### src/rtl/fkphc_pkg.sv
// Shared types and constants for the five-key press/hold classifier.
package fkphc_pkg;

  localparam int unsigned CountW  = 16;
  localparam int unsigned CfgIdxW = 2;

  localparam logic [CountW-1:0] CountMax = {CountW{1'b1}};

  // Configuration register indexes
  localparam logic [CfgIdxW-1:0] CfgShortIdx  = 2'd0;
  localparam logic [CfgIdxW-1:0] CfgLongIdx   = 2'd1;
  localparam logic [CfgIdxW-1:0] CfgRepeatIdx = 2'd2;

  // Reset values of the thresholds
  localparam logic [CountW-1:0] ShortReset  = 16'd2;
  localparam logic [CountW-1:0] LongReset   = 16'd50;
  localparam logic [CountW-1:0] RepeatReset = 16'd10;

  typedef struct packed {
    logic up_level;
    logic down_level;
    logic left_level;
    logic right_level;
    logic select_level;
  } in_t;

  typedef struct packed {
    logic up_event;
    logic down_event;
    logic left_event;
    logic right_event;
    logic select_event;
    logic select_hold_event;
  } out_t;

  typedef struct packed {
    logic [CountW-1:0] short_threshold;
    logic [CountW-1:0] long_threshold;
    logic [CountW-1:0] repeat_threshold;
  } cfg_t;

endpackage

### src/rtl/fkphc_cfg_regs.sv
// Threshold configuration registers.
module fkphc_cfg_regs (
  input  logic                             clk_i,
  input  logic                             rst_ni,
  input  logic                             cfg_we_i,
  input  logic [fkphc_pkg::CfgIdxW-1:0]    cfg_idx_i,
  input  logic [fkphc_pkg::CountW-1:0]     cfg_wdata_i,
  output fkphc_pkg::cfg_t                  cfg_o
);
  import fkphc_pkg::*;

  cfg_t cfg_q, cfg_d;

  always_comb begin
    cfg_d = cfg_q;
    if (cfg_we_i) begin
      unique case (cfg_idx_i)
        CfgShortIdx:  cfg_d.short_threshold  = cfg_wdata_i;
        CfgLongIdx:   cfg_d.long_threshold   = cfg_wdata_i;
        CfgRepeatIdx: cfg_d.repeat_threshold = cfg_wdata_i;
        default:      cfg_d = cfg_q; // unmapped index, write dropped
      endcase
    end
  end

  always_ff @(posedge clk_i or negedge rst_ni) begin
    if (!rst_ni) begin
      cfg_q.short_threshold  <= ShortReset;
      cfg_q.long_threshold   <= LongReset;
      cfg_q.repeat_threshold <= RepeatReset;
    end else begin
      cfg_q <= cfg_d;
    end
  end

  assign cfg_o = cfg_q;

endmodule

### src/rtl/fkphc_core.sv
// Key tracking state machine: latched key, press/hold phase and tick counter.
module fkphc_core (
  input  logic              clk_i,
  input  logic              rst_ni,
  input  logic              step_i,
  input  fkphc_pkg::in_t    levels_i,
  input  fkphc_pkg::cfg_t   cfg_i,
  output fkphc_pkg::out_t   events_o
);
  import fkphc_pkg::*;

  typedef enum logic [1:0] {
    PhIdle,
    PhPress,
    PhHold
  } phase_e;

  // Keys in priority order
  typedef enum logic [2:0] {
    KeyUp,
    KeyDown,
    KeyRight,
    KeyLeft,
    KeySelect
  } key_e;

  phase_e            phase_q, phase_d;
  key_e              key_q, key_d;
  logic [CountW-1:0] cnt_q, cnt_d;
  logic [CountW-1:0] cnt_inc;
  logic              key_level;
  logic              press_ev, hold_ev;

  assign cnt_inc = (cnt_q == CountMax) ? cnt_q : cnt_q + 1'b1;

  // Level of the latched key only
  always_comb begin
    unique case (key_q)
      KeyUp:     key_level = levels_i.up_level;
      KeyDown:   key_level = levels_i.down_level;
      KeyRight:  key_level = levels_i.right_level;
      KeyLeft:   key_level = levels_i.left_level;
      KeySelect: key_level = levels_i.select_level;
      default:   key_level = 1'b0;
    endcase
  end

  always_comb begin
    phase_d  = phase_q;
    key_d    = key_q;
    cnt_d    = cnt_q;
    press_ev = 1'b0;
    hold_ev  = 1'b0;
    unique case (phase_q)
      PhPress: begin
        if (key_level) begin
          cnt_d = cnt_inc;
          if (cnt_inc > cfg_i.long_threshold) begin
            cnt_d   = '0;
            phase_d = PhHold;
          end
        end else begin
          press_ev = (cnt_q > cfg_i.short_threshold);
          phase_d  = PhIdle;
        end
      end
      PhHold: begin
        if (key_level) begin
          cnt_d   = cnt_inc;
          hold_ev = (cnt_inc > cfg_i.repeat_threshold);
        end else begin
          hold_ev = 1'b1;
          phase_d = PhIdle;
        end
      end
      default: begin
        cnt_d   = '0;
        phase_d = PhIdle;
        priority if (levels_i.up_level) begin
          key_d = KeyUp;
        end else if (levels_i.down_level) begin
          key_d = KeyDown;
        end else if (levels_i.right_level) begin
          key_d = KeyRight;
        end else if (levels_i.left_level) begin
          key_d = KeyLeft;
        end else begin
          key_d = KeySelect;
        end
        if (|levels_i) begin
          cnt_d   = {{(CountW-1){1'b0}}, 1'b1};
          phase_d = PhPress;
        end
      end
    endcase
  end

  // Route the pulse to the key's output; select hold pulses go separately
  always_comb begin
    events_o = '0;
    unique case (key_q)
      KeyUp:     events_o.up_event          = press_ev | hold_ev;
      KeyDown:   events_o.down_event        = press_ev | hold_ev;
      KeyRight:  events_o.right_event       = press_ev | hold_ev;
      KeyLeft:   events_o.left_event        = press_ev | hold_ev;
      KeySelect: begin
        events_o.select_event      = press_ev;
        events_o.select_hold_event = hold_ev;
      end
      default:   events_o = '0;
    endcase
  end

  always_ff @(posedge clk_i or negedge rst_ni) begin
    if (!rst_ni) begin
      phase_q <= PhIdle;
      key_q   <= KeyUp;
      cnt_q   <= '0;
    end else if (step_i) begin
      phase_q <= phase_d;
      key_q   <= key_d;
      cnt_q   <= cnt_d;
    end
  end

endmodule

### src/rtl/five_key_press_hold_classifier_unit.sv
// Top level of the five-key press/hold classifier with auto-repeat.
//
// Usage:
//   Input channel (in_valid_i / in_ready_o / in_data_i) takes one tick of
//   the five key levels per transaction. Output channel (out_valid_o /
//   out_ready_i / out_data_o) returns exactly one event word per tick, in
//   order; all-zero words are delivered too.
//   Config port (cfg_we_i / cfg_idx_i / cfg_wdata_i) writes thresholds:
//   0 short, 1 long, 2 repeat. Index 3 is ignored. Write only while idle.
// Path: a tick goes through the input register, then the state update writes
//   its event word into the result register; out_valid_o rises with it.
// Throughput: one tick per cycle while out_ready_i is high; the state machine
//   updates as a tick leaves the input register, which can then take a new tick.
// Reset: async, active low. Pipeline empties, state goes idle with counter
//   zero, thresholds return to 2 / 50 / 10.
// Stall: a waiting result holds while out_ready_i is low; the input
//   register takes one more transaction if it is empty, and in_ready_o stays
//   low while it is full. No transaction is lost or repeated.
module five_key_press_hold_classifier_unit (
  input  logic                          clk_i,
  input  logic                          rst_ni,
  input  logic                          in_valid_i,
  output logic                          in_ready_o,
  input  fkphc_pkg::in_t                in_data_i,
  output logic                          out_valid_o,
  input  logic                          out_ready_i,
  output fkphc_pkg::out_t               out_data_o,
  input  logic                          cfg_we_i,
  input  logic [fkphc_pkg::CfgIdxW-1:0] cfg_idx_i,
  input  logic [fkphc_pkg::CountW-1:0]  cfg_wdata_i
);
  import fkphc_pkg::*;

  cfg_t cfg;
  out_t events;

  logic in_valid_q;
  in_t  in_data_q;
  logic out_valid_q;
  out_t out_data_q;
  logic step;

  // Stage advances when a tick is held and the result register is free or being drained
  assign step       = in_valid_q && (!out_valid_q || out_ready_i);
  assign in_ready_o = !in_valid_q || step;

  fkphc_cfg_regs u_cfg_regs (
    .clk_i      (clk_i),
    .rst_ni     (rst_ni),
    .cfg_we_i   (cfg_we_i),
    .cfg_idx_i  (cfg_idx_i),
    .cfg_wdata_i(cfg_wdata_i),
    .cfg_o      (cfg)
  );

  fkphc_core u_core (
    .clk_i   (clk_i),
    .rst_ni  (rst_ni),
    .step_i  (step),
    .levels_i(in_data_q),
    .cfg_i   (cfg),
    .events_o(events)
  );

  // Input register
  always_ff @(posedge clk_i or negedge rst_ni) begin
    if (!rst_ni) begin
      in_valid_q <= 1'b0;
    end else if (in_ready_o) begin
      in_valid_q <= in_valid_i;
    end
  end

  always_ff @(posedge clk_i) begin
    if (in_valid_i && in_ready_o) begin
      in_data_q <= in_data_i;
    end
  end

  // Result register
  always_ff @(posedge clk_i or negedge rst_ni) begin
    if (!rst_ni) begin
      out_valid_q <= 1'b0;
    end else if (step) begin
      out_valid_q <= 1'b1;
    end else if (out_ready_i) begin
      out_valid_q <= 1'b0;
    end
  end

  always_ff @(posedge clk_i) begin
    if (step) begin
      out_data_q <= events;
    end
  end

  assign out_valid_o = out_valid_q;
  assign out_data_o  = out_data_q;

endmodule

### config.mk
export PLATFORM = sky130hd
export DESIGN_NAME = five_key_press_hold_classifier_unit
export DESIGN_NICKNAME = d
export VERILOG_FILES = /design/src/rtl/fkphc_pkg.sv /design/src/rtl/fkphc_cfg_regs.sv /design/src/rtl/fkphc_core.sv /design/src/rtl/five_key_press_hold_classifier_unit.sv
export SDC_FILE = /design/constraint.sdc
export NUM_CORES = 1
export LEC_CHECK = 0
export ABC_AREA = 0
export BUFFER_PORTS_ARGS = -buffer_cell sky130_fd_sc_hd__buf_2
export CORE_ASPECT_RATIO = 1.5
export CORE_MARGIN = 4
export CORE_UTILIZATION = 50
export CTS_BUF_LIST = sky130_fd_sc_hd__clkbuf_8 sky130_fd_sc_hd__clkbuf_16
export CTS_CLUSTER_SIZE = 8
export DETAILED_ROUTE_END_ITERATION = 16
export MAX_ROUTING_LAYER = met4
export PLACE_DENSITY = 0.67
export REMOVE_ABC_BUFFERS = 1
export SETUP_SLACK_MARGIN = 0.02
export SKIP_CTS_REPAIR_TIMING = 1
export SLEW_MARGIN = 20
export SYNTH_ARGS = -nofsm -noshare
export SYNTH_HDL_FRONTEND = slang
export SYNTH_HIERARCHICAL = 1
export SYNTH_SLANG_ARGS = --single-unit
### constraint.sdc
create_clock -name clk_i -period 5.15 [get_ports clk_i]
set_clock_uncertainty 0.2 [all_clocks]
set_input_delay 0.515 -clock clk_i [delete_from_list [all_inputs] [get_ports clk_i]]
set_output_delay 0.515 -clock clk_i [all_outputs]
set_load 0.01 [all_outputs]
==> results of run 1 <==
-- power by group through the flow --
stage | Sequential (mW) | Clock, mW | Combinational [mW]
4_1_cts | 0.847 | 0.621 | 0.581
3_5_place_dp | 0.858 | 0 | 0.577
6_report | 0.847 | 0.606 | 0.580
5_1_grt | 0.861 | 0.653 | 0.656
3_3_place_gp | 0.851 | 0 | 0.561
2_1_floorplan | 0.836 | 0 | 0.422
-- cell usage in the layout (no fill, tap or decap), drive strengths merged, types with 3 or more instances in the layout --
cell type  instances
nor2              26
nor3b              3
a21o               3
nor4               4
and3               5
edfxtp            11
mux2              50
dfrtp             65
o21a               6
a22o              10
o31ai              4
ha                51
a211oi             4
dfstp              6
nand2             25
buf               37
nor2b              6
clkbuf            12
nand3b             4
nand4             13
nand2b             6
and2               4
xor2               5
or3                3
inv               54
o21ai             18
a2111oi            3
nor3               3
nand3             10
o211ai             6
a21oi             24
xnor2              6
and4               6
-- metal layers --
metal / global-route usage / wire (um) / part of all wire / up-vias
met2: 0.364 / 6070 / 0.53 / 86
met1: 0.221 / 4400 / 0.39 / 1836
met3: 0.0355 / 445 / 0.039 / 28
li1: - / - / - / 1813
met5: - / 0 / 0 / -
met4: 0.105 / 465 / 0.041 / 0
-- cell type report --
type / count / share of cell area
multi-input cells: 332 / 0.480
flip-flops and latches: 82 / 0.375
clock buffers: 12 / 0.0473
inverters: 52 / 0.0346
repair buffers: 37 / 0.0342
well taps: 115 / 0.0255
clock inverters: 4 / 0.00311
-- kinds of logic (layout without fill, tap and decap cells) --
kind of cell | after synthesis | count (layout)
compound gates | 95 | 95
xor+xnor | 11 | 11
buf+inv | 62 | 105
flops | 82 | 82
fa+ha+maj | 51 | 51
mux | 50 | 50
simple gates | 125 | 125
-- worst max-delay path, cell delays in order, from the launching register on --
cell and delay (ps):
dfrtp_1 490, nand4_1 190, nor4_1 470, buf_4 210
and3_1 180, nand3_1 70, o21ai_1 120, inv_1 100
ha_1 340, nand4_2 230, a2111oi_0 520, o32a_1 680
o21ai_0 260, a22o_1 290
-- registers in the layout, summed over array words and instances (netlist names) --
register          flops
u_cfg_regs/cfg_o     48
u_core/cnt_q         16
out_data_o            6
in_data_q             5
u_core/key_q          3
u_core/phase_q        2
in_valid_q            1
out_valid_o           1
-- worst max-delay path by stage --
stage                       to       startpoint  depth (start not counted)
6_report       u_core/cnt_q[0]  u_core/cnt_q[5]                         13
5_1_grt        u_core/cnt_q[0]  u_core/cnt_q[5]                         13
4_1_cts        u_core/cnt_q[0]  u_core/cnt_q[5]                         13
3_5_place_dp   u_core/cnt_q[0]  u_core/cnt_q[5]                         13
3_3_place_gp   u_core/cnt_q[1]  u_core/cnt_q[5]                         13
2_1_floorplan  u_core/cnt_q[0]  u_core/cnt_q[3]                         12
-- per-stage QoR --
stage / cells / total power, mW / area, um^2
2_1_floorplan: 466 / 1.26 / 5020
3_3_place_gp: 618 / 1.41 / 5350
3_5_place_dp: 618 / 1.43 / 5350
4_1_cts: 634 / 2.05 / 5640
5_1_grt: 634 / 2.17 / 5640
6_report: 634 / 2.03 / 5640
==> metrics.md, run 1 <==
| Metric | Value |
|---|---|
| 1st-pass router iterations | `4` |
| Num CTS Buffers | `9` |
| Total gr overflow | `0` |
| Dpl hpwl | `8.67 mm` |
| Tcrit/Tclk final | `0.872` |
| Clk network pwr share | `0.298` |
| VDD IR max | `0.195 mV` |
| Worst Setup Path Type | `register to register` |
| Proportion of synthesized chip area in sequential cells | `0.415` |
| R2r startpoint | `u_core/cnt_q[5]` |
| Maximum number of pins on one net before global-route repair | `46` |
| Syn_area_per_cell | `10.7 um^2` |
| Vias in the first global route | `3868` |
| Area leader, netlist | `dfrtp_1` |
| Logic gate share of total power | `0.285` |
| CP Max Fanout | `18` |
| Initial antenna violation count | `0` |
| Layout cells sized above 1 | `0.239` |
| Setup TNS | `0 ps` |
| Failing checks | `negative hold slack` |
| Slew margin rel. | `0.315` |
| Reported max-cap violation count | `0` |
| FILL cells | `858` |
| Sw frac | `0.323` |
| WHS | `-22.7 ps` |
| Pleak | `2.65 nW` |
| Setup crit start kind | `register` |
| Most common flop cell mapped by yosys | `dfrtp_1` |
| Worst Hold Class | `input pin to async pin` |
| Crit end category | `register` |
| Post-DR wirelength/cell | `17.9 um` |
| Final Hold Fails | `41` |
| Height of the die | `132 um` |
| Post-synth EDFFs | `11` |
| Compound-gate portion of the synthesized area | `0.132` |
| Final core utilization | `0.575` |
| Area share of fa/ha/maj cells after synthesis | `0.125` |
| Cell count after synthesis | `476` |
| Clock latency on the worst-skew pair | `340 ps` |
| Nets | `593` |
| Initial core utilization | `0.520` |
| 1st-iter DRT viols | `154` |
| Commonest cells in the netlist | `dfrtp_1, inv_1, ha_1, mux2_2, nand2_1` |
| Total track usage | `0.207` |
| Via density | `5.94` |
| R2R setup slack | `660 ps` |
| Slew Viols, Final | `0` |
| Slew @ Worst Pin | `1030 ps` |
| RR Endpoint | `u_core/cnt_q[0]` |
| Synth warn | `6` |
| Synth top area share | `0.319` |
| Final Setup Violations | `0` |
| Clock Path Buffers | `2` |
| Place WS | `755 ps` |
| WP data arrival | `4520 ps` |
| # rows | `44` |
| # DRC | `0` |
| Port Buffers | `35` |
| DRT Wirelength | `11.4 mm` |
| Sequential Power Share | `0.417` |
| RSZ-0062 raised after global routing | `false` |
| Ys async rst share | `0.866` |
| Status | `finished with violations` |
| Core area | `9800 um^2` |
| Pwr dens | `361 nW/um^2` |
| H-tree depth | `3` |
| CTS Root Buffer Type | `clkbuf_16` |
| Layout area overhead | `10.6%` |
| Mux share of post-synthesis cell area | `0.110` |
| Main combinational cell family by area after synthesis | `simple AND/OR/NAND/NOR gates` |
| Post-synthesis instance area | `5100 um^2` |
| Synth Area in XOR/XNOR | `0.0189` |
| R2R depth | `13` |
| CP Data Required Time | `5180 ps` |
| Antenna viol nets, final | `0` |
| Cell Int Power | `1.38 mW` |
| Clk sink count | `82` |
| Routability cong. | `0.957` |
| Worst-path clk slew | `60 ps` |
| Top cells by area, synth | `dfrtp_1, ha_1, mux2_2` |
| Multi-input logic area | `2710 um^2` |
| # diodes | `0` |
| Max Freq | `0.223 GHz` |
| TritonCTS clock tree | `built` |
| Min Tclk post-route | `4490 ps` |
| Setup WS post-layout | `659 ps` |
| Count leader, synth | `dfrtp_1` |
| Library cells used by synthesis | `70` |
| Switching pwr | `0.657 mW` |
| Post-Synth Simple-Gate Area | `0.145` |
| First-pass GRT wire length | `18.8 mm` |
| Full die area | `11900 um^2` |
| Vias | `3763` |
| Yosys reg bits | `82` |
| Top Ports | `36` |
| FF/Latch Area | `2110 um^2` |
| Die W | `90.4 um` |
Power figures use the tool's default switching activity.
==> run 2, diff against run 1 <==
--- a/config.mk
+++ b/config.mk
@@ -13,6 +13,7 @@
 export CTS_BUF_LIST = sky130_fd_sc_hd__clkbuf_8 sky130_fd_sc_hd__clkbuf_16
 export CTS_CLUSTER_SIZE = 8
 export DETAILED_ROUTE_END_ITERATION = 16
+export GPL_ROUTABILITY_DRIVEN = 0
 export MAX_ROUTING_LAYER = met4
 export PLACE_DENSITY = 0.67
 export REMOVE_ABC_BUFFERS = 1
==> constraint.sdc (replaced) <==
create_clock -name clk_i -period 5.4 [get_ports clk_i]
set_clock_uncertainty 0.2 [all_clocks]
set_input_delay 0.54 -clock clk_i [delete_from_list [all_inputs] [get_ports clk_i]]
set_output_delay 0.54 -clock clk_i [all_outputs]
set_load 0.01 [all_outputs]
==> run 2 against run 1 <==
  * The flow now finishes without violations
  * Critical path type unchanged
  * Maximum frequency down 1.4%
  * Sequential power is 4.6% lower
  * Non-clock buffer count fell by 1
  * Largest power group unchanged
  * Routed wire length decreased by 0.59%
==> metrics.md, run 2 (same netlist as run 1, synthesis figures left out) <==
| Metric | Value |
|---|---|
| Worst Hold Class | `input pin to register` |
| CP Data Required Time | `5430 ps` |
| Global Route met1 Usage | `0.224` |
| Crit end category | `register` |
| Vias in the first global route | `3803` |
| Slew @ Worst Pin | `947 ps` |
| RSZ-0062 raised after global routing | `false` |
| TritonCTS clock tree | `built` |
| WHS | `175 ps` |
| Pwr Total | `1.96 mW` |
| # DRC | `0` |
| Die W | `90.4 um` |
| Place WS | `934 ps` |
| Setup WS post-layout | `846 ps` |
| Most common cell after layout, fill and taps aside | `dfrtp_1` |
| Max reg flops | `48` |
| Layout area overhead | `10.6%` |
| Met3 usage | `0.0326` |
| Height of the die | `132 um` |
| Top Ports | `36` |
| Hold Path Stages | `1` |
| # rows | `44` |
| Cell depth of the worst setup path | `12` |
| Antenna viol nets, final | `0` |
| H-tree depth | `3` |
| Worst Setup Path Type | `register to register` |
| Slew margin rel. | `0.368` |
| Worst-path clk slew | `60 ps` |
| Max Freq | `0.220 GHz` |
| Core area | `9800 um^2` |
| Reported max-cap violation count | `0` |
| Setup crit start kind | `register` |
| Total gr overflow | `0` |
| Maximum number of pins on one net before global-route repair | `72` |
| Dpl hpwl | `8.53 mm` |
| Initial antenna violation count | `0` |
| Crit path max-delay cell type | `nor4_1` |
| Clock Path Buffers | `2` |
| R2R depth | `12` |
| Initial core utilization | `0.520` |
| CP Buf/Inv Count | `1` |
| DRT Wirelength | `11.3 mm` |
| Num CTS Buffers | `9` |
| Busiest grt layer | `met2` |
| Setup TNS | `0 ps` |
| # diodes | `0` |
| CP Max Fanout | `18` |
| Final core utilization | `0.575` |
| Min Tclk post-route | `4550 ps` |
| Pwr dens | `348 nW/um^2` |
| Via density | `5.89` |
| VDD IR max | `0.192 mV` |
| Nets | `592` |
| Final Setup Violations | `0` |
| WP data arrival | `4580 ps` |
| CP cell instances | `nand4_1 > nor4_1 > and3_1 > nand3_1 > o21ai_1 > inv_1 > ha_1 > nand4_2 > a2111oi_0 > o32a_1 > nor2_2 > a22o_1` |
| Full die area | `11900 um^2` |
| Top cell family by delay on the critical path | `simple AND/OR/NAND/NOR gates` |
| 1st-iter DRT viols | `184` |
| Tcrit/Tclk final | `0.843` |
| Clock latency on the worst-skew pair | `340 ps` |
| First-pass GRT wire length | `18.7 mm` |
| Slew Viols, Final | `0` |
| Pleak | `2.65 nW` |
| CP max stage delay | `730 ps` |
| Final Hold Fails | `0` |
| Clk sink count | `82` |
| CTS Root Buffer Type | `clkbuf_16` |
| Grt met2 use | `0.353` |
| Status | `completed` |
| Layout cells sized above 1 | `0.236` |
| Total track usage | `0.205` |
| Vias | `3730` |
| Port Buffers | `35` |
| Post-DR wirelength/cell | `17.9 um` |
| Commonest cells after routing, fill and taps aside | `dfrtp_1, inv_1, ha_1, mux2_2, buf_2` |
| 1st-pass router iterations | `4` |
## run 2: changes by cell type in the layout (fill, tap and decap cells not counted), sizes merged
cell,before,now
inv,54,55
buf,37,36
clkbuf,12,10
bufinv,0,1
## run 2: path summary, 6_finish.rpt
path                            slack, ps              endpoint            startpoint
min in group asynchronous             220   u_cfg_regs/cfg_o[5]                rst_ni
worst min register to register        310  u_cfg_regs/cfg_o[26]  u_cfg_regs/cfg_o[26]
worst max-delay path                  850       u_core/cnt_q[9]       u_core/cnt_q[4]
worst max register to register        850       u_core/cnt_q[9]       u_core/cnt_q[4]
max in group asynchronous            4190   u_cfg_regs/cfg_o[0]                rst_ni
worst min-delay path                  180          in_data_q[0]          in_data_i[0]
## run 2: routing by layer
| layer | vias to the layer above | part of all wire |
|---|---|---|
| met2 | 85 | 0.52 |
| met4 | 0 | 0.041 |
| li1 | 1808 | - |
| met3 | 28 | 0.036 |
| met5 | - | 0 |
| met1 | 1809 | 0.40 |
## run 2: through the flow
step	cells	cell area (um^2)
CTS	633	5630
floorplan	466	5020
finish	633	5630
global placement	617	5340
detailed placement	617	5340
global route	633	5630
## run 2: where the power goes
part,internal (mW),total [mW],switching (mW)
clock network,0.364,0.599,0.235
logic,0.238,0.556,0.317
registers,0.730,0.808,0.0775
total,1.33,1.96,0.630
## run 2: cell type report
| type | count | area, um^2 |
|---|---|---|
| clock inverters | 6 | 51.3 |
| fillers | 873 | 4170 |
| multi-input cells | 332 | 2710 |
| clock buffers | 10 | 239 |
| repair buffers | 36 | 183 |
| flip-flops and latches | 82 | 2110 |
| well taps | 115 | 144 |
| inverters | 52 | 195 |
